$ cat src/wavelet_lifting_schedule_generator_defines.svh
// Assertion macros shared by the schedule generator RTL.
`ifndef WAVELET_LIFTING_SCHEDULE_GENERATOR_DEFINES_SVH
`define WAVELET_LIFTING_SCHEDULE_GENERATOR_DEFINES_SVH

`ifndef SYNTHESIS
`define WLSG_ASSERT_SAME(lbl, ante, cons) \
	lbl: assert property (@(posedge clk) disable iff (!arst_n) (ante) |-> (cons)) \
		else $error("wlsg assertion failed");
`define WLSG_ASSERT_NEXT(lbl, ante, cons) \
	lbl: assert property (@(posedge clk) disable iff (!arst_n) (ante) |=> (cons)) \
		else $error("wlsg assertion failed");
`else
`define WLSG_ASSERT_SAME(lbl, ante, cons)
`define WLSG_ASSERT_NEXT(lbl, ante, cons)
`endif

`endif

$ cat src/wlsg_pkg.sv
// Types and constants of the wavelet lifting schedule generator.
`timescale 1ns / 1ps
package wlsg_pkg;
	localparam int IN_DIM_W  = 16;
	localparam int DIM_W     = 17;
	localparam int STRIDE_W  = 32;
	localparam int CODE_W    = 64;
	localparam int LEVEL_W   = 5;
	localparam int AXIS_W    = 2;
	localparam int STATUS_W  = 2;
	localparam int MAX_STEPS_DEF = 32;

	localparam logic [1:0] DIGIT_MARK = 2'd3;
	localparam logic [CODE_W-1:0] CODE_REWIND = 64'd3;

	localparam logic [STATUS_W-1:0] STATUS_OK        = 2'd0;
	localparam logic [STATUS_W-1:0] STATUS_EXHAUSTED = 2'd1;
	localparam logic [STATUS_W-1:0] STATUS_LIMIT     = 2'd2;

	typedef enum logic {
		ST_IDLE,
		ST_WALK
	} state_t;

	typedef enum logic [2:0] {
		ACT_NONE,
		ACT_LOAD,
		ACT_MARK,
		ACT_STEP,
		ACT_FINISH
	} action_t;

	typedef struct packed {
		logic [AXIS_W-1:0]   axis;
		logic [DIM_W-1:0]    grid_dim_x;
		logic [DIM_W-1:0]    grid_dim_y;
		logic [DIM_W-1:0]    grid_dim_z;
		logic [STRIDE_W-1:0] grid_stride_x;
		logic [STRIDE_W-1:0] grid_stride_y;
		logic [STRIDE_W-1:0] grid_stride_z;
		logic                step_valid;
		logic [STATUS_W-1:0] status;
		logic [CODE_W-1:0]   remaining_order;
		logic                last;
	} rec_t;

	// Result of the shared axis unit for the axis being stepped.
	typedef struct packed {
		logic [DIM_W-1:0]    odd;
		logic [DIM_W-1:0]    half;
		logic [STRIDE_W-1:0] stride;
	} axis_upd_t;
endpackage

$ cat src/wlsg_if.sv
// Request and response channel interfaces of the schedule generator.
`timescale 1ns / 1ps
interface wlsg_req_if;
	logic                            valid;
	logic                            ready;
	logic [wlsg_pkg::IN_DIM_W-1:0]   dims_x;
	logic [wlsg_pkg::IN_DIM_W-1:0]   dims_y;
	logic [wlsg_pkg::IN_DIM_W-1:0]   dims_z;
	logic [wlsg_pkg::CODE_W-1:0]     order_code;
	logic [wlsg_pkg::LEVEL_W-1:0]    level_count;

	modport source (output valid, dims_x, dims_y, dims_z, order_code, level_count,
		input ready);
	modport sink (input valid, dims_x, dims_y, dims_z, order_code, level_count,
		output ready);
endinterface

interface wlsg_rsp_if;
	logic                            valid;
	logic                            ready;
	logic [wlsg_pkg::AXIS_W-1:0]     axis;
	logic [wlsg_pkg::DIM_W-1:0]      grid_dim_x;
	logic [wlsg_pkg::DIM_W-1:0]      grid_dim_y;
	logic [wlsg_pkg::DIM_W-1:0]      grid_dim_z;
	logic [wlsg_pkg::STRIDE_W-1:0]   grid_stride_x;
	logic [wlsg_pkg::STRIDE_W-1:0]   grid_stride_y;
	logic [wlsg_pkg::STRIDE_W-1:0]   grid_stride_z;
	logic                            step_valid;
	logic [wlsg_pkg::STATUS_W-1:0]   status;
	logic [wlsg_pkg::CODE_W-1:0]     remaining_order;
	logic                            last;

	modport source (output valid, axis, grid_dim_x, grid_dim_y, grid_dim_z,
		grid_stride_x, grid_stride_y, grid_stride_z, step_valid, status,
		remaining_order, last, input ready);
	modport sink (input valid, axis, grid_dim_x, grid_dim_y, grid_dim_z,
		grid_stride_x, grid_stride_y, grid_stride_z, step_valid, status,
		remaining_order, last, output ready);
endinterface

$ cat src/wavelet_lifting_schedule_generator.sv
// Top level of the wavelet lifting schedule generator.
// The req channel takes one word with the volume extents, a base-4 order code
// (low digit first: X, Y, Z, level mark) and a level count. The rsp channel
// returns one word per lifting step with the axis and the working grid's
// extents and strides; the final word carries last, the status and the order
// code left over. A walk with no step returns a single word with step_valid
// low. Both channels use valid/ready handshakes.
// A small sequencer consumes one order digit per cycle through one shared
// axis unit, unless a record must wait for room in the output register.
// Each record is held back until it is known whether it is the last one, so
// the first word reaches the output register when the next step or the end of
// the walk is reached.
// The block takes no new request while a walk is running; it is ready again
// as soon as the final word is in the output register.
// A receiver stall only holds the sequencer when a record must move into a
// full output register. Reset empties the output register and returns the
// sequencer to idle; no state is kept between requests.
`timescale 1ns / 1ps
`include "wavelet_lifting_schedule_generator_defines.svh"
module wavelet_lifting_schedule_generator #(
	parameter int MAX_STEPS = wlsg_pkg::MAX_STEPS_DEF
) (
	input  logic       clk,
	input  logic       arst_n,
	wlsg_req_if.sink   req,
	wlsg_rsp_if.source rsp
);
	import wlsg_pkg::*;

	localparam int N_W = $clog2(MAX_STEPS + 1);

	state_t  state_q, state_d;
	action_t act;
	logic [STATUS_W-1:0] fin_status;

	logic [DIM_W-1:0]    pend_q [3];
	logic [DIM_W-1:0]    odd_q  [3];
	logic [STRIDE_W-1:0] ps_q   [3];
	logic [STRIDE_W-1:0] gs_q   [3];
	logic [CODE_W-1:0]   code_q;
	logic [CODE_W-1:0]   saved_q;
	logic [CODE_W-1:0]   code_shift;
	logic [LEVEL_W-1:0]  levels_q;
	logic [LEVEL_W-1:0]  level_q;
	logic [N_W-1:0]      n_q;
	logic                held_q;
	rec_t                held_rec_q;
	rec_t                out_rec_q;
	rec_t                final_rec;
	rec_t                step_rec;
	logic                out_valid_q;
	logic                out_free;
	logic                load_out;
	logic [1:0]          digit;
	axis_upd_t           upd;

	assign digit      = code_q[1:0];
	assign code_shift = code_q >> 2;
	assign out_free   = !out_valid_q || rsp.ready;

	wlsg_axis_unit u_axis (
		.pend   (pend_q[digit]),
		.stride (ps_q[digit]),
		.upd    (upd)
	);

	always_ff @(posedge clk or negedge arst_n) begin
		if (!arst_n) begin
			state_q <= ST_IDLE;
		end else begin
			state_q <= state_d;
		end
	end

	always_comb begin
		logic finish;
		finish     = 1'b0;
		state_d    = state_q;
		act        = ACT_NONE;
		fin_status = STATUS_OK;
		case (state_q)
			ST_IDLE: begin
				if (req.valid) begin
					act     = ACT_LOAD;
					state_d = ST_WALK;
				end
			end
			ST_WALK: begin
				if (level_q >= levels_q) begin
					finish = 1'b1;
				end else if (code_q == '0) begin
					finish     = 1'b1;
					fin_status = STATUS_EXHAUSTED;
				end else if (digit == DIGIT_MARK) begin
					act = ACT_MARK;
				end else if (n_q >= N_W'(MAX_STEPS)) begin
					// The step digit is left in the code.
					finish     = 1'b1;
					fin_status = STATUS_LIMIT;
				end else if (!held_q || out_free) begin
					act = ACT_STEP;
				end
				if (finish && out_free) begin
					act     = ACT_FINISH;
					state_d = ST_IDLE;
				end
			end
			default: begin
				state_d = ST_IDLE;
			end
		endcase
	end

	assign req.ready = (state_q == ST_IDLE);

	always_comb begin
		if (held_q) begin
			final_rec = held_rec_q;
		end else begin
			final_rec = '0;
		end
		final_rec.status          = fin_status;
		final_rec.remaining_order = code_q;
		final_rec.last            = 1'b1;
	end

	// Record of the step being taken, built from the grid as it stands before it.
	always_comb begin
		step_rec               = '0;
		step_rec.axis          = digit;
		step_rec.grid_dim_x    = odd_q[0];
		step_rec.grid_dim_y    = odd_q[1];
		step_rec.grid_dim_z    = odd_q[2];
		step_rec.grid_stride_x = gs_q[0];
		step_rec.grid_stride_y = gs_q[1];
		step_rec.grid_stride_z = gs_q[2];
		step_rec.step_valid    = 1'b1;
	end

	assign load_out = (act == ACT_FINISH) || ((act == ACT_STEP) && held_q);

	// Walk state registers.
	always_ff @(posedge clk or negedge arst_n) begin
		if (!arst_n) begin
			held_q  <= 1'b0;
			level_q <= '0;
			n_q     <= '0;
		end else begin
			case (act)
				ACT_LOAD: begin
					held_q  <= 1'b0;
					level_q <= '0;
					n_q     <= '0;
				end
				ACT_MARK: begin
					level_q <= level_q + 1'b1;
				end
				ACT_STEP: begin
					held_q <= 1'b1;
					n_q    <= n_q + 1'b1;
				end
				ACT_FINISH: begin
					held_q <= 1'b0;
				end
				default: begin
				end
			endcase
		end
	end

	always_ff @(posedge clk) begin
		case (act)
			ACT_LOAD: begin
				pend_q[0] <= {1'b0, req.dims_x};
				pend_q[1] <= {1'b0, req.dims_y};
				pend_q[2] <= {1'b0, req.dims_z};
				odd_q[0]  <= {1'b0, req.dims_x};
				odd_q[1]  <= {1'b0, req.dims_y};
				odd_q[2]  <= {1'b0, req.dims_z};
				for (int i = 0; i < 3; i++) begin
					ps_q[i] <= STRIDE_W'(1);
					gs_q[i] <= STRIDE_W'(1);
				end
				code_q   <= req.order_code;
				saved_q  <= req.order_code;
				levels_q <= req.level_count;
			end
			ACT_MARK: begin
				// A lone mark left after a mark repeats the saved order.
				if (code_shift == CODE_REWIND) begin
					code_q <= saved_q;
				end else begin
					code_q  <= code_shift;
					saved_q <= code_shift;
				end
				for (int i = 0; i < 3; i++) begin
					gs_q[i]  <= ps_q[i];
					odd_q[i] <= pend_q[i];
				end
			end
			ACT_STEP: begin
				code_q        <= code_shift;
				held_rec_q    <= step_rec;
				odd_q[digit]  <= upd.odd;
				pend_q[digit] <= upd.half;
				ps_q[digit]   <= upd.stride;
			end
			default: begin
			end
		endcase
	end

	// Output register.
	always_ff @(posedge clk or negedge arst_n) begin
		if (!arst_n) begin
			out_valid_q <= 1'b0;
		end else if (load_out) begin
			out_valid_q <= 1'b1;
		end else if (rsp.ready) begin
			out_valid_q <= 1'b0;
		end
	end

	always_ff @(posedge clk) begin
		if (act == ACT_FINISH) begin
			out_rec_q <= final_rec;
		end else if (load_out) begin
			out_rec_q <= held_rec_q;
		end
	end

	assign rsp.valid           = out_valid_q;
	assign rsp.axis            = out_rec_q.axis;
	assign rsp.grid_dim_x      = out_rec_q.grid_dim_x;
	assign rsp.grid_dim_y      = out_rec_q.grid_dim_y;
	assign rsp.grid_dim_z      = out_rec_q.grid_dim_z;
	assign rsp.grid_stride_x   = out_rec_q.grid_stride_x;
	assign rsp.grid_stride_y   = out_rec_q.grid_stride_y;
	assign rsp.grid_stride_z   = out_rec_q.grid_stride_z;
	assign rsp.step_valid      = out_rec_q.step_valid;
	assign rsp.status          = out_rec_q.status;
	assign rsp.remaining_order = out_rec_q.remaining_order;
	assign rsp.last            = out_rec_q.last;

	`WLSG_ASSERT_SAME(a_step_count_bound, state_q == ST_WALK, n_q <= N_W'(MAX_STEPS))
	`WLSG_ASSERT_SAME(a_nonlast_in_walk, rsp.valid && !rsp.last, state_q == ST_WALK)
	`WLSG_ASSERT_SAME(a_nonlast_clean, rsp.valid && !rsp.last, rsp.status == STATUS_OK && rsp.remaining_order == '0)
	`WLSG_ASSERT_SAME(a_empty_is_last, rsp.valid && !rsp.step_valid, rsp.last)
	`WLSG_ASSERT_NEXT(a_load_starts_walk, req.valid && req.ready, state_q == ST_WALK && !held_q)
endmodule

$ cat src/wlsg_axis_unit.sv
// Shared axis unit: rounds an extent up to odd, halves it and doubles the stride.
`timescale 1ns / 1ps
module wlsg_axis_unit (
	input  logic [wlsg_pkg::DIM_W-1:0]    pend,
	input  logic [wlsg_pkg::STRIDE_W-1:0] stride,
	output wlsg_pkg::axis_upd_t           upd
);
	import wlsg_pkg::*;

	logic [DIM_W-1:0] odd;
	logic [DIM_W:0]   sum;

	// An even extent (zero included) grows by one to become odd.
	assign odd = pend + {{(DIM_W-1){1'b0}}, ~pend[0]};
	assign sum = {1'b0, odd} + {{DIM_W{1'b0}}, 1'b1};

	assign upd.odd    = odd;
	assign upd.half   = sum[DIM_W:1];
	assign upd.stride = {stride[STRIDE_W-2:0], 1'b0};
endmodule

$ cat src/flat_wrapper.sv
// flat-port wrapper written by rule: the top's interface ports become plain ports
module wavelet_lifting_schedule_generator_flat import wlsg_pkg::*;
#(
	parameter int MAX_STEPS = wlsg_pkg::MAX_STEPS_DEF
)
  (clk, arst_n, req_valid, req_dims_x, req_dims_y, req_dims_z, req_order_code, req_level_count, req_ready, rsp_valid, rsp_axis, rsp_grid_dim_x, rsp_grid_dim_y, rsp_grid_dim_z, rsp_grid_stride_x, rsp_grid_stride_y, rsp_grid_stride_z, rsp_step_valid, rsp_status, rsp_remaining_order, rsp_last, rsp_ready);
  wlsg_req_if req_i ();
  wlsg_rsp_if rsp_i ();
  input  logic clk;
  input  logic arst_n;
  input wire logic [$bits(req_i.valid)-1:0] req_valid;
  input wire logic [$bits(req_i.dims_x)-1:0] req_dims_x;
  input wire logic [$bits(req_i.dims_y)-1:0] req_dims_y;
  input wire logic [$bits(req_i.dims_z)-1:0] req_dims_z;
  input wire logic [$bits(req_i.order_code)-1:0] req_order_code;
  input wire logic [$bits(req_i.level_count)-1:0] req_level_count;
  output wire logic [$bits(req_i.ready)-1:0] req_ready;
  output wire logic [$bits(rsp_i.valid)-1:0] rsp_valid;
  output wire logic [$bits(rsp_i.axis)-1:0] rsp_axis;
  output wire logic [$bits(rsp_i.grid_dim_x)-1:0] rsp_grid_dim_x;
  output wire logic [$bits(rsp_i.grid_dim_y)-1:0] rsp_grid_dim_y;
  output wire logic [$bits(rsp_i.grid_dim_z)-1:0] rsp_grid_dim_z;
  output wire logic [$bits(rsp_i.grid_stride_x)-1:0] rsp_grid_stride_x;
  output wire logic [$bits(rsp_i.grid_stride_y)-1:0] rsp_grid_stride_y;
  output wire logic [$bits(rsp_i.grid_stride_z)-1:0] rsp_grid_stride_z;
  output wire logic [$bits(rsp_i.step_valid)-1:0] rsp_step_valid;
  output wire logic [$bits(rsp_i.status)-1:0] rsp_status;
  output wire logic [$bits(rsp_i.remaining_order)-1:0] rsp_remaining_order;
  output wire logic [$bits(rsp_i.last)-1:0] rsp_last;
  input wire logic [$bits(rsp_i.ready)-1:0] rsp_ready;
  assign req_i.valid = req_valid;
  assign req_i.dims_x = req_dims_x;
  assign req_i.dims_y = req_dims_y;
  assign req_i.dims_z = req_dims_z;
  assign req_i.order_code = req_order_code;
  assign req_i.level_count = req_level_count;
  assign req_ready = req_i.ready;
  assign rsp_valid = rsp_i.valid;
  assign rsp_axis = rsp_i.axis;
  assign rsp_grid_dim_x = rsp_i.grid_dim_x;
  assign rsp_grid_dim_y = rsp_i.grid_dim_y;
  assign rsp_grid_dim_z = rsp_i.grid_dim_z;
  assign rsp_grid_stride_x = rsp_i.grid_stride_x;
  assign rsp_grid_stride_y = rsp_i.grid_stride_y;
  assign rsp_grid_stride_z = rsp_i.grid_stride_z;
  assign rsp_step_valid = rsp_i.step_valid;
  assign rsp_status = rsp_i.status;
  assign rsp_remaining_order = rsp_i.remaining_order;
  assign rsp_last = rsp_i.last;
  assign rsp_i.ready = rsp_ready;
  wavelet_lifting_schedule_generator #(.MAX_STEPS(MAX_STEPS)) u_core (.clk(clk), .arst_n(arst_n), .req(req_i), .rsp(rsp_i));
endmodule
$ cat config.mk
export PLATFORM = sky130hd
export DESIGN_NAME = wavelet_lifting_schedule_generator_flat
export DESIGN_NICKNAME = d
export VERILOG_FILES = /design/src/wlsg_pkg.sv /design/src/wlsg_if.sv /design/src/wavelet_lifting_schedule_generator.sv /design/src/wlsg_axis_unit.sv /design/src/flat_wrapper.sv
export VERILOG_INCLUDE_DIRS = /design/src /design/src/src
export SDC_FILE = /design/constraint.sdc
export NUM_CORES = 1
export LEC_CHECK = 0
export ABC_AREA = 0
export BUFFER_PORTS_ARGS = -buffer_cell sky130_fd_sc_hd__clkbuf_2
export CAP_MARGIN = 0
export CORE_MARGIN = 8
export CORE_UTILIZATION = 55
export DETAILED_ROUTE_END_ITERATION = 6
export GPL_TIMING_DRIVEN = 0
export HOLD_SLACK_MARGIN = 0.02
export PLACE_DENSITY_LB_ADDON = 0.3
export SLEW_MARGIN = 10
export SYNTH_ARGS = -nofsm -noshare
export SYNTH_HDL_FRONTEND = slang
export SYNTH_SLANG_ARGS = --single-unit
$ cat constraint.sdc
create_clock -name clk -period 19.1 [get_ports clk]
set_clock_uncertainty 0.1 [all_clocks]
set_input_delay 3.82 -clock clk [delete_from_list [all_inputs] [get_ports clk]]
set_output_delay 3.82 -clock clk [all_outputs]
set_load 0.02 [all_outputs]
After elaboration in Yosys (flattened, before gate mapping)
Memories as Yosys holds them, arrays and structs flattened. A register that Yosys moved wholly into a read port is not among the register bits.
Cells that the tools add are included.
{"block": "op_classes", "bitwise_logic": 8, "magnitude_cmp": 2, "n_reduce_logical": 18, "div": 0, "addsub": 4, "n_mux": 55, "mul": 0, "shifts": 0, "n_eq_ne": 6}
{"cell": "2-to-1 mux 217 bit", "count": 3}
{"cell": "one-hot mux 64 bit (3 select lines)", "count": 1}
{"cell": "2-to-1 mux 32 bit", "count": 4}
{"cell": "one-hot mux 64 bit (2 select lines)", "count": 1}
{"cell": "2-to-1 mux 17 bit", "count": 5}
{"cell": "zero test 64 bit", "count": 1}
{"cell": "2-to-1 mux 64 bit", "count": 1}
{"cell": "== test 62 x 2 -> 1 bit (second input constant)", "count": 1}
{"cell": "OR reduction 17 bit", "count": 2}
{"cell": "OR reduction 32 bit", "count": 1}
{"cell": "2-to-1 mux 2 bit", "count": 11}
{"cell": "2-to-1 mux 1 bit", "count": 19}
{"cell": "adder 17 x 1 -> 18 bit (second input constant)", "count": 1}
{"cell": "adder 17 x 1 -> 17 bit", "count": 1}
{"cell": "2-to-1 mux 3 bit", "count": 5}
{"cell": "one-hot mux 6 bit (2 select lines)", "count": 1}
{"cell": "one-hot mux 5 bit (2 select lines)", "count": 1}
{"cell": "nonzero test 2 bit", "count": 5}
{"cell": "adder 6 x 1 -> 6 bit (second input constant)", "count": 1}
{"cell": "== test 3 x 2 -> 1 bit (second input constant)", "count": 2}
{"cell": ">= comparator 6 bit (second input constant)", "count": 1}
{"cell": "bitwise OR 1 bit", "count": 6}
{"cell": "one-hot mux 3 bit (2 select lines)", "count": 1}
{"cell": "adder 5 x 1 -> 5 bit (second input constant)", "count": 1}
{"cell": "11 further kinds", "count": 17}
{"block": "word_totals", "latchBits": 0, "mem_bits_ro": 0, "ram_bits": 294, "ff_bits": 366, "memories": 4, "out_inout_bits": 219, "input_bits": 121, "wordCells": 117}
{"memory": "u_core.gs_q", "depth": 3, "word_bits": 32, "rd": 3, "rd_clocked_by_memory_dff": 3, "wr": 3, "line_no": "wavelet_lifting_schedule_generator.sv:39", "source": "logic [STRIDE_W-1:0] gs_q [3];"}
{"memory": "u_core.ps_q", "depth": 3, "word_bits": 32, "rd": 4, "rd_clocked_by_memory_dff": 1, "wr": 3, "line_no": "wavelet_lifting_schedule_generator.sv:38", "source": "logic [STRIDE_W-1:0] ps_q [3];"}
{"memory": "u_core.odd_q", "depth": 3, "word_bits": 17, "rd": 3, "rd_clocked_by_memory_dff": 3, "wr": 3, "line_no": "wavelet_lifting_schedule_generator.sv:37", "source": "logic [DIM_W-1:0] odd_q [3];"}
{"memory": "u_core.pend_q", "depth": 3, "word_bits": 17, "rd": 4, "rd_clocked_by_memory_dff": 1, "wr": 3, "line_no": "wavelet_lifting_schedule_generator.sv:36", "source": "logic [DIM_W-1:0] pend_q [3];"}

Depth between registers and ports, before layout
Gate-level depths: netlist of the first run.
{"block": "depth", "word_depth": 15, "ltp_mapped": 11, "ltp_nobuf": 8}

Hierarchy
A second synthesis of the first run with hierarchy kept.
{"block": "unflattened", "cells_unflattened": 2370, "area_unflattened_um2": 35285.1}
{"module": "wavelet_lifting_schedule_generator", "n_inst": 1, "seq_area_each_um2": 25664.6, "cells_each": 2276, "area_per_inst_um2": 34585.7}
{"module": "wlsg_axis_unit", "n_inst": 1, "seq_area_each_um2": 0.0, "cells_each": 94, "area_per_inst_um2": 699.4}

Least setup slack after synthesis of the first run
Ideal clock, no wire load.
{"block": "synth_path", "path_type": "input to register", "start": "input rsp_ready", "end": "register u_core.out_rec_q (netlist bit u_core.rsp.axis[0]) (enable)", "n_path_buf": 1, "arrival_time_ns": 14.242, "cell_stages": 7, "t_required_ns": 18.414, "setup_slack_ns": 4.172, "setup_time_ns": 0.586, "cell_sequence": "nor2b_1 -> a21oi_1 -> nand2_1 -> a211oi_2 -> clkbuf_1 -> nand2_1 -> nand2_1"}
{"block": "synth_between", "elab_chain_cells": 13, "word_cells_on_any_way": 15, "classes_between": "2 x eq/ne; 7 x mux; 6 x reduce/logical"}
{"element": "from (decl)", "line_no": "flat_wrapper.sv:30", "source": "input wire logic [$bits(rsp_i.ready)-1:0] rsp_ready;"}
{"element": "logical OR 1 bit (*)", "line_no": "wavelet_lifting_schedule_generator.sv:59", "source": "assign out_free = !out_valid_q || rsp.ready;"}
{"element": "logical OR 1 bit", "line_no": "wavelet_lifting_schedule_generator.sv:100", "source": "end else if (!held_q || out_free) begin"}
{"element": "2-to-1 mux 2 bit", "line_no": "wavelet_lifting_schedule_generator.sv:100"}
{"element": "2-to-1 mux 3 bit", "line_no": "wavelet_lifting_schedule_generator.sv:96", "source": "end else if (n_q >= N_W'(MAX_STEPS)) begin"}
{"element": "2-to-1 mux 3 bit", "line_no": "wavelet_lifting_schedule_generator.sv:94", "source": "end else if (digit == DIGIT_MARK) begin"}
{"element": "2-to-1 mux 3 bit", "line_no": "wavelet_lifting_schedule_generator.sv:91", "source": "end else if (code_q == '0) begin"}
{"element": "2-to-1 mux 3 bit", "line_no": "wavelet_lifting_schedule_generator.sv:89", "source": "if (level_q >= levels_q) begin"}
{"element": "2-to-1 mux 3 bit (*)", "line_no": "wavelet_lifting_schedule_generator.sv:103", "source": "if (finish && out_free) begin"}
{"element": "one-hot mux 3 bit (2 select lines) (*)", "line_no": "wavelet_lifting_schedule_generator.sv:81", "source": "case (state_q)"}
{"element": "== test 3 x 2 -> 1 bit", "line_no": "wavelet_lifting_schedule_generator.sv:140", "source": "assign load_out = (act == ACT_FINISH) || ((act == ACT_STEP) && held_q);"}
{"element": "logical AND 1 bit", "line_no": "wavelet_lifting_schedule_generator.sv:140"}
{"element": "logical OR 1 bit (*)", "line_no": "wavelet_lifting_schedule_generator.sv:140"}
{"element": "named net u_core.load_out", "line_no": "wavelet_lifting_schedule_generator.sv:53", "source": "logic load_out;"}
{"element": "nonzero test 2 bit (no line) (*)"}
{"element": "to (signal assigned)", "line_no": "wavelet_lifting_schedule_generator.sv:226", "source": "out_rec_q <= final_rec;"}
{"element": "to (signal assigned)", "line_no": "wavelet_lifting_schedule_generator.sv:228", "source": "out_rec_q <= held_rec_q;"}
{"element": "to (decl)", "line_no": "wavelet_lifting_schedule_generator.sv:48", "source": "rec_t out_rec_q;"}
Mark *: on every way through the listed nets, which the timed path passes. The rest lies on a longest branch.
A chain may end at the register's enable or synchronous reset.

Worst setup path in the final report of the first run
{"block": "layout_path", "start": "input rsp_ready", "end": "register u_core.out_rec_q (netlist bit u_core.rsp.grid_stride_y[20]) (enable)"}
The elaborated chain is that of the path after synthesis.

==> results of run 1 <==
==> sequential cells by signal (all words and copies together), names as in the netlist, 51 cells and up, named ones only <==
register and cells:
u_core.ps_q 126, u_core.saved_q 64, u_core.held_rec_q 149, u_core.rsp.remaining_order 64, u_core.odd_q 51, u_core.code_q 64
u_core.gs_q 96, u_core.pend_q 67
==> layer usage <==
layer / part of all wire / global-route usage
met5: 0.0010 / 0
met4: 0.038 / 0.1005
met3: 0.10 / 0.06279
met2: 0.48 / 0.4049
met1: 0.38 / 0.3315
==> placed cells by master, fill, tap and decap left out, types with 7 or more instances in the layout <==
master     instances
nand2_1          177
o22ai_1           70
buf_2             25
clkbuf_1         146
clkbuf_2         339
o21ai_1           13
clkinv_1          15
buf_4              9
nor4_1            18
bufinv_16          8
o32ai_1           13
inv_1             30
nand4_1            9
nand3_1           57
xnor2_1           10
nor3b_1           50
clkbuf_16         87
and3_1           129
conb_1            46
buf_16             7
a21oi_1           64
edfxtp_1         835
nor3b_2           99
and2_1           126
ha_1               9
o21ai_0           77
dfrtp_1           14
clkinv_2          14
nor2_1           276
mux4_2            46
==> cell families after synthesis <==
group	after synthesis	synth area share
compound gates	265	0.04483
xor+xnor	14	0.003523
fa+ha+maj	9	0.003235
buf+inv	191	0.02247
mux	54	0.03225
simple gates	970	0.1597
flops	855	0.7339
other cells	1	0.0001077
==> Yosys cell counts (10+ instances only) <==
| cell type | instances | share of area |
|---|---|---|
| o21ai_0 | 77 | 0.011 |
| nor3b_1 | 50 | 0.011 |
| inv_1 | 31 | 0.0033 |
| mux4_2 | 46 | 0.030 |
| nor4_1 | 18 | 0.0032 |
| and2_1 | 126 | 0.023 |
| nor3b_2 | 99 | 0.036 |
| xnor2_1 | 10 | 0.0025 |
| nand3_1 | 57 | 0.0082 |
| nand2_1 | 182 | 0.020 |
| o32ai_1 | 13 | 0.0033 |
| and3_1 | 129 | 0.023 |
| a21oi_1 | 64 | 0.0092 |
| o21ai_1 | 13 | 0.0019 |
| clkbuf_1 | 121 | 0.013 |
| buf_2 | 25 | 0.0036 |
| nor2_1 | 276 | 0.030 |
| dfrtp_1 | 14 | 0.010 |
| o22ai_1 | 70 | 0.013 |
| edfxtp_1 | 835 | 0.72 |
==> layout make-up <==
class                   instances  area [sq um]
diodes                          4         10.01
plain buffers                 159         665.6
clock buffers                 114          2288
clock inverters                44         430.4
fillers                      4570         22130
inverters                      32         127.6
multi-input cells            1358          8697
flip-flops and latches        855         25540
well taps                     846          1059
repair buffers                347          1901
==> path summary, 6_finish.rpt <==
check | startpoint | endpoint | slack, ps | cells past startpoint
worst max register to register | u_core.level_q[3]$_DFFE_PN0P_ | u_core.rsp.grid_stride_y[20]$_DFFE_PP_ | 14300 | 10
max in group asynchronous | arst_n | u_core.level_q[4]$_DFFE_PN0P_ | 15520 | 1
worst max-delay path | rsp_ready | u_core.rsp.grid_stride_y[20]$_DFFE_PP_ | 11710 | 10
worst min register to register | u_core.gs_q[0][72]$_SDFFCE_PP0P_ | u_core.held_rec_q[76]$_DFFE_PN_ | 310 | 0
worst min-delay path | u_core.gs_q[0][72]$_SDFFCE_PP0P_ | u_core.held_rec_q[76]$_DFFE_PN_ | 310 | 0
min in group asynchronous | arst_n | u_core.rsp.valid$_DFFE_PN0P_ | 3030 | 1
==> stage by stage <==
step                std cells  cell area, sq um  TNS (ps)  setup slack (ps)    util
global placement         3589             37730    -32500            -178.7  0.6003
detailed placement       3597             37990         0             11080  0.6045
CTS                      3755             40710         0             11760  0.6478
finish                   3759             40720         0             11710  0.6479
global route             3758             40720         0             11510  0.6479
floorplan                2404             34970         0              4172       -
==> flow_metrics.py, run 1 <==
metrics = {
    "routing": {
        "routedWlPerCell_microns": 24.58,
        "first_pass_iters": 6,
        "ant_nets": 0,
        "viasPerCell": 5.891,
        "drc": 0,
        "drt-initial-drc-count": 2625,
        "wl_microns": 92400,
        "vias": 22150,
    },
    "synthesis": {
        "syn_area_sq_um": 34800,
        "syn_inst": 2359,
        "yosysWarnings": 0,
        "ys_ff_latch": 855,
        "ys_seq_area_frac": 0.7339,
        "syn_avg_cell_area_sq_um": 14.75,
        "ys.flop_type": "edfxtp_1",
        "synth_cell_types": 57,
        "synth_edf_count": 835,
        "async_reset_ff_frac": 0.01637,
    },
    "timing": {
        "setup_viol": 0,
        "post-route-period-util": 0.3871,
        "fmax_ghz": 0.1352,
        "slew_headroom": 0.1731,
        "min_period_ps": 7394,
        "finalHoldViolations": 0,
        "slew_viol_final": 0,
        "worstMarginPinSlew_ps": 1240,
        "rsz0062_at_grt": "no",
        "whs_ps": 310.2,
    },
    "run": {
        "cap_viol_max_count": 0,
    },
    "placed_design": {
        "port_buffers": 339,
        "place_congestion": 0.9235,
        "post-dp-hpwl_microns": 63530,
    },
    "clock_tree": {
        "cts_sinks": 855,
        "cts_root_buffer": "clkbuf_16",
        "worst_skew_pair.late_latency_ps": 640,
        "htree_levels": 3,
        "cts_hold_buf": 0,
        "cts_tree": "done",
        "numCtsBuffers": 85,
        "clkSlewWorstSetupHoldPaths_ps": 60,
        "post_cts_buffers": 0,
        "cts_max_path_buffers": 3,
        "cts_resized": 0,
    },
    "run_status": {
        "status": "completed",
    },
    "die": {
        "ioPinCount": 340,
        "dieWidth_microns": 267.6,
        "die-area_sq_um": 71590,
        "die_h_microns": 267.6,
        "row_count": 92,
        "start_util": 0.5538,
        "coreArea_sq_um": 62850,
    },
    "critical_path": {
        "critPathLaunchType": "primary input",
        "slowest_delay_ps": 770,
        "crit_fanout": 66,
        "arrival_ps": 7570,
        "cp_data_required_time_ps": 19280,
        "critPathSlowestCell": "clkbuf_4",
        "critPathBufInv": 4,
        "path_delay_family": "buffers and inverters",
        "crit_type": "primary input to flip-flop",
        "cp_cell_sequence": "clkbuf_2 > nor2b_1 > a21oi_1 > nand2_1 > a211oi_2 > clkbuf_4 > nand2_1 > nand2_4 > buf_16 > buf_16",
        "critPathCaptureType": "flip-flop",
    },
    "cells_and_area": {
        "drive_gt1_frac": 0.2296,
        "area_growth_syn_to_layout_pct": 17.00,
        "layout.nets": 2968,
    },
    "grt": {
        "track_usage": 0.2524,
        "grt_max_degree": 109,
        "grt_overflow_total": 0,
        "antenna_found_initial": 10,
        "grt_pass1_wl_microns": 135200,
        "first_global_vias": 21990,
    },
    "min_path": {
        "hp-class": "flip-flop to flip-flop",
    },
}
Power of run 1 is not shown: default switching activity piles up to over one toggle a cycle in this logic, so the estimate is an artifact.
==> run 2: changes to the inputs <==
Settings changed: CORE_UTILIZATION 55 to 53.
Clock period 19.1 ns to 6.28 ns, I/O delays scaled along.
==> flow_metrics.py, run 2 (synthesized netlist as in run 1, its figures left out) <==
metrics = {
    "die": {
        "coreArea_sq_um": 65390,
        "row_count": 94,
        "start_util": 0.5322,
        "die_h_microns": 272.3,
        "die-area_sq_um": 74130,
        "dieWidth_microns": 272.3,
        "ioPinCount": 340,
    },
    "critical_path": {
        "critPathLaunchType": "flip-flop",
        "slowest_delay_ps": 820,
        "crit_fanout": 112,
        "arrival_ps": 4740,
        "cp_cell_sequence": "inv_1 > ha_1 > nor2b_1 > o21ai_0 > a2111oi_4 > clkbuf_1 > nor2_1 > inv_8 > buf_16",
        "cp_data_required_time_ps": 6420,
        "critPathCaptureType": "flip-flop",
        "crit_type": "flip-flop to flip-flop",
        "critPathSlowestCell": "a2111oi_4",
    },
    "timing": {
        "slew_headroom": 0.2768,
        "setup_ws_ps": 1683,
        "post-route-period-util": 0.7321,
        "slew_viol_final": 0,
        "finalHoldViolations": 0,
        "setup_viol": 0,
        "worstMarginPinSlew_ps": 1085,
        "min_period_ps": 4597,
        "rsz0062_at_grt": "no",
        "fmax_ghz": 0.2175,
        "setup_tns_ps": 0,
    },
    "clock_tree": {
        "clkSlewWorstSetupHoldPaths_ps": 60,
        "cts_root_buffer": "clkbuf_16",
        "post_cts_buffers": 0,
        "cts_resized": 0,
        "cts_max_path_buffers": 3,
        "cts_hold_buf": 0,
        "cts_sinks": 855,
        "worst_skew_pair.late_latency_ps": 630,
        "cts_tree": "done",
        "numCtsBuffers": 85,
        "htree_levels": 3,
    },
    "routing": {
        "first_pass_iters": 7,
        "drt-initial-drc-count": 2597,
        "ant_nets": 0,
        "viasPerCell": 5.851,
        "vias": 22050,
        "drc": 1,
        "wl_microns": 91850,
        "routedWlPerCell_microns": 24.38,
    },
    "grt": {
        "track_usage": 0.2404,
        "grt_overflow_total": 0,
        "grt_pass1_wl_microns": 134900,
        "first_global_vias": 21880,
        "antenna_found_initial": 5,
        "grt_max_degree": 113,
    },
    "cells_and_area": {
        "drive_gt1_frac": 0.2285,
        "final_cell_mix": "835 x edfxtp_1, 339 x clkbuf_2, 276 x nor2_1, 177 x nand2_1, 138 x clkbuf_1",
        "mostFrequentLayoutCell": "edfxtp_1",
        "reg.largest.list": "u_core.held_rec_q x149, u_core.ps_q x126, u_core.gs_q x96",
        "top_register": "u_core.held_rec_q",
        "final_util": 0.6220,
        "area_growth_syn_to_layout_pct": 16.86,
        "layout.nets": 2965,
        "largest_reg_flops": 149,
    },
    "placed_design": {
        "post-dp-hpwl_microns": 63410,
        "place_ws_ps": 1372,
        "port_buffers": 339,
        "place_congestion": 0.9273,
    },
    "run_status": {
        "status": "finished, violations left",
        "violations": "DRC",
    },
    "min_path": {
        "hp-class": "flip-flop to flip-flop",
    },
    "run": {
        "cap_viol_max_count": 0,
    },
}
==> run 2: changes by cell type in the layout (fill, tap and decap cells not counted), sizes merged <==
cell | previous run | this run
buf | 46 | 43
bufinv | 8 | 7
clkbuf | 574 | 568
clkinv | 30 | 31
clkinvlp | 2 | 6
diode | 4 | 3
inv | 36 | 33
==> run 2: worst paths after layout <==
kind                                                    start                                to  slack, ps  cells after the start
worst min-delay path             u_core.odd_q[0][3]$_DFFE_PP_  u_core.held_rec_q[201]$_DFFE_PN_        310                      0
worst min register to register   u_core.odd_q[0][3]$_DFFE_PP_  u_core.held_rec_q[201]$_DFFE_PN_        310                      0
min in group asynchronous                              arst_n      u_core.rsp.valid$_DFFE_PN0P_        470                      1
worst max register to register  u_core.level_q[0]$_DFFE_PN0P_  u_core.gs_q[0][74]$_SDFFCE_PP0P_       1680                      9
worst max-delay path            u_core.level_q[0]$_DFFE_PN0P_  u_core.gs_q[0][74]$_SDFFCE_PP0P_       1680                      9
max in group asynchronous                              arst_n         u_core.n_q[3]$_DFFE_PN0P_       5290                      1
==> run 2: critical path, delay by kind of cell, from the launching register on <==
| kind | cells | cell delay, ps |
|---|---|---|
| buffers and inverters | 4 | 1660 |
| AOI/OAI and AO/OA | 2 | 1040 |
| and+or+nand+nor | 2 | 610 |
| DFF | 1 | 420 |
| adders and majority gates | 1 | 290 |
==> run 2: metrics by stage <==
step                cells  hold slack, ps  cell area [sq um]
finish               3768           313.8              40670
global route         3767           319.3              40670
CTS                  3765           315.1              40670
detailed placement   3612           304.5              37960
global placement     3607           301.6              37760
floorplan            2404           300.3              34980
==> run 2: layer usage <==
layer  global-route usage  up-vias  part of all wire  wire [microns]
met2               0.3859     1224              0.48           44030
met3              0.04604      202             0.092            8469
met1               0.3235    10880              0.39           35890
li1                     -     9736                 -               -
met5                    0        -           0.00033              30
met4              0.09697        4             0.037            3426
==> run 2: layout make-up <==
| cell class | instances | area [sq um] |
|---|---|---|
| well taps | 864 | 1081 |
| clock buffers | 108 | 2286 |
| flip-flops and latches | 855 | 25540 |
| repair buffers | 344 | 1827 |
| plain buffers | 159 | 671.9 |
| multi-input cells | 1358 | 8706 |
| diodes | 3 | 7.507 |
| clock inverters | 45 | 421.7 |
| inverters | 32 | 127.6 |
| fillers | 4948 | 24720 |
Power of run 2 is left out for the same reason.
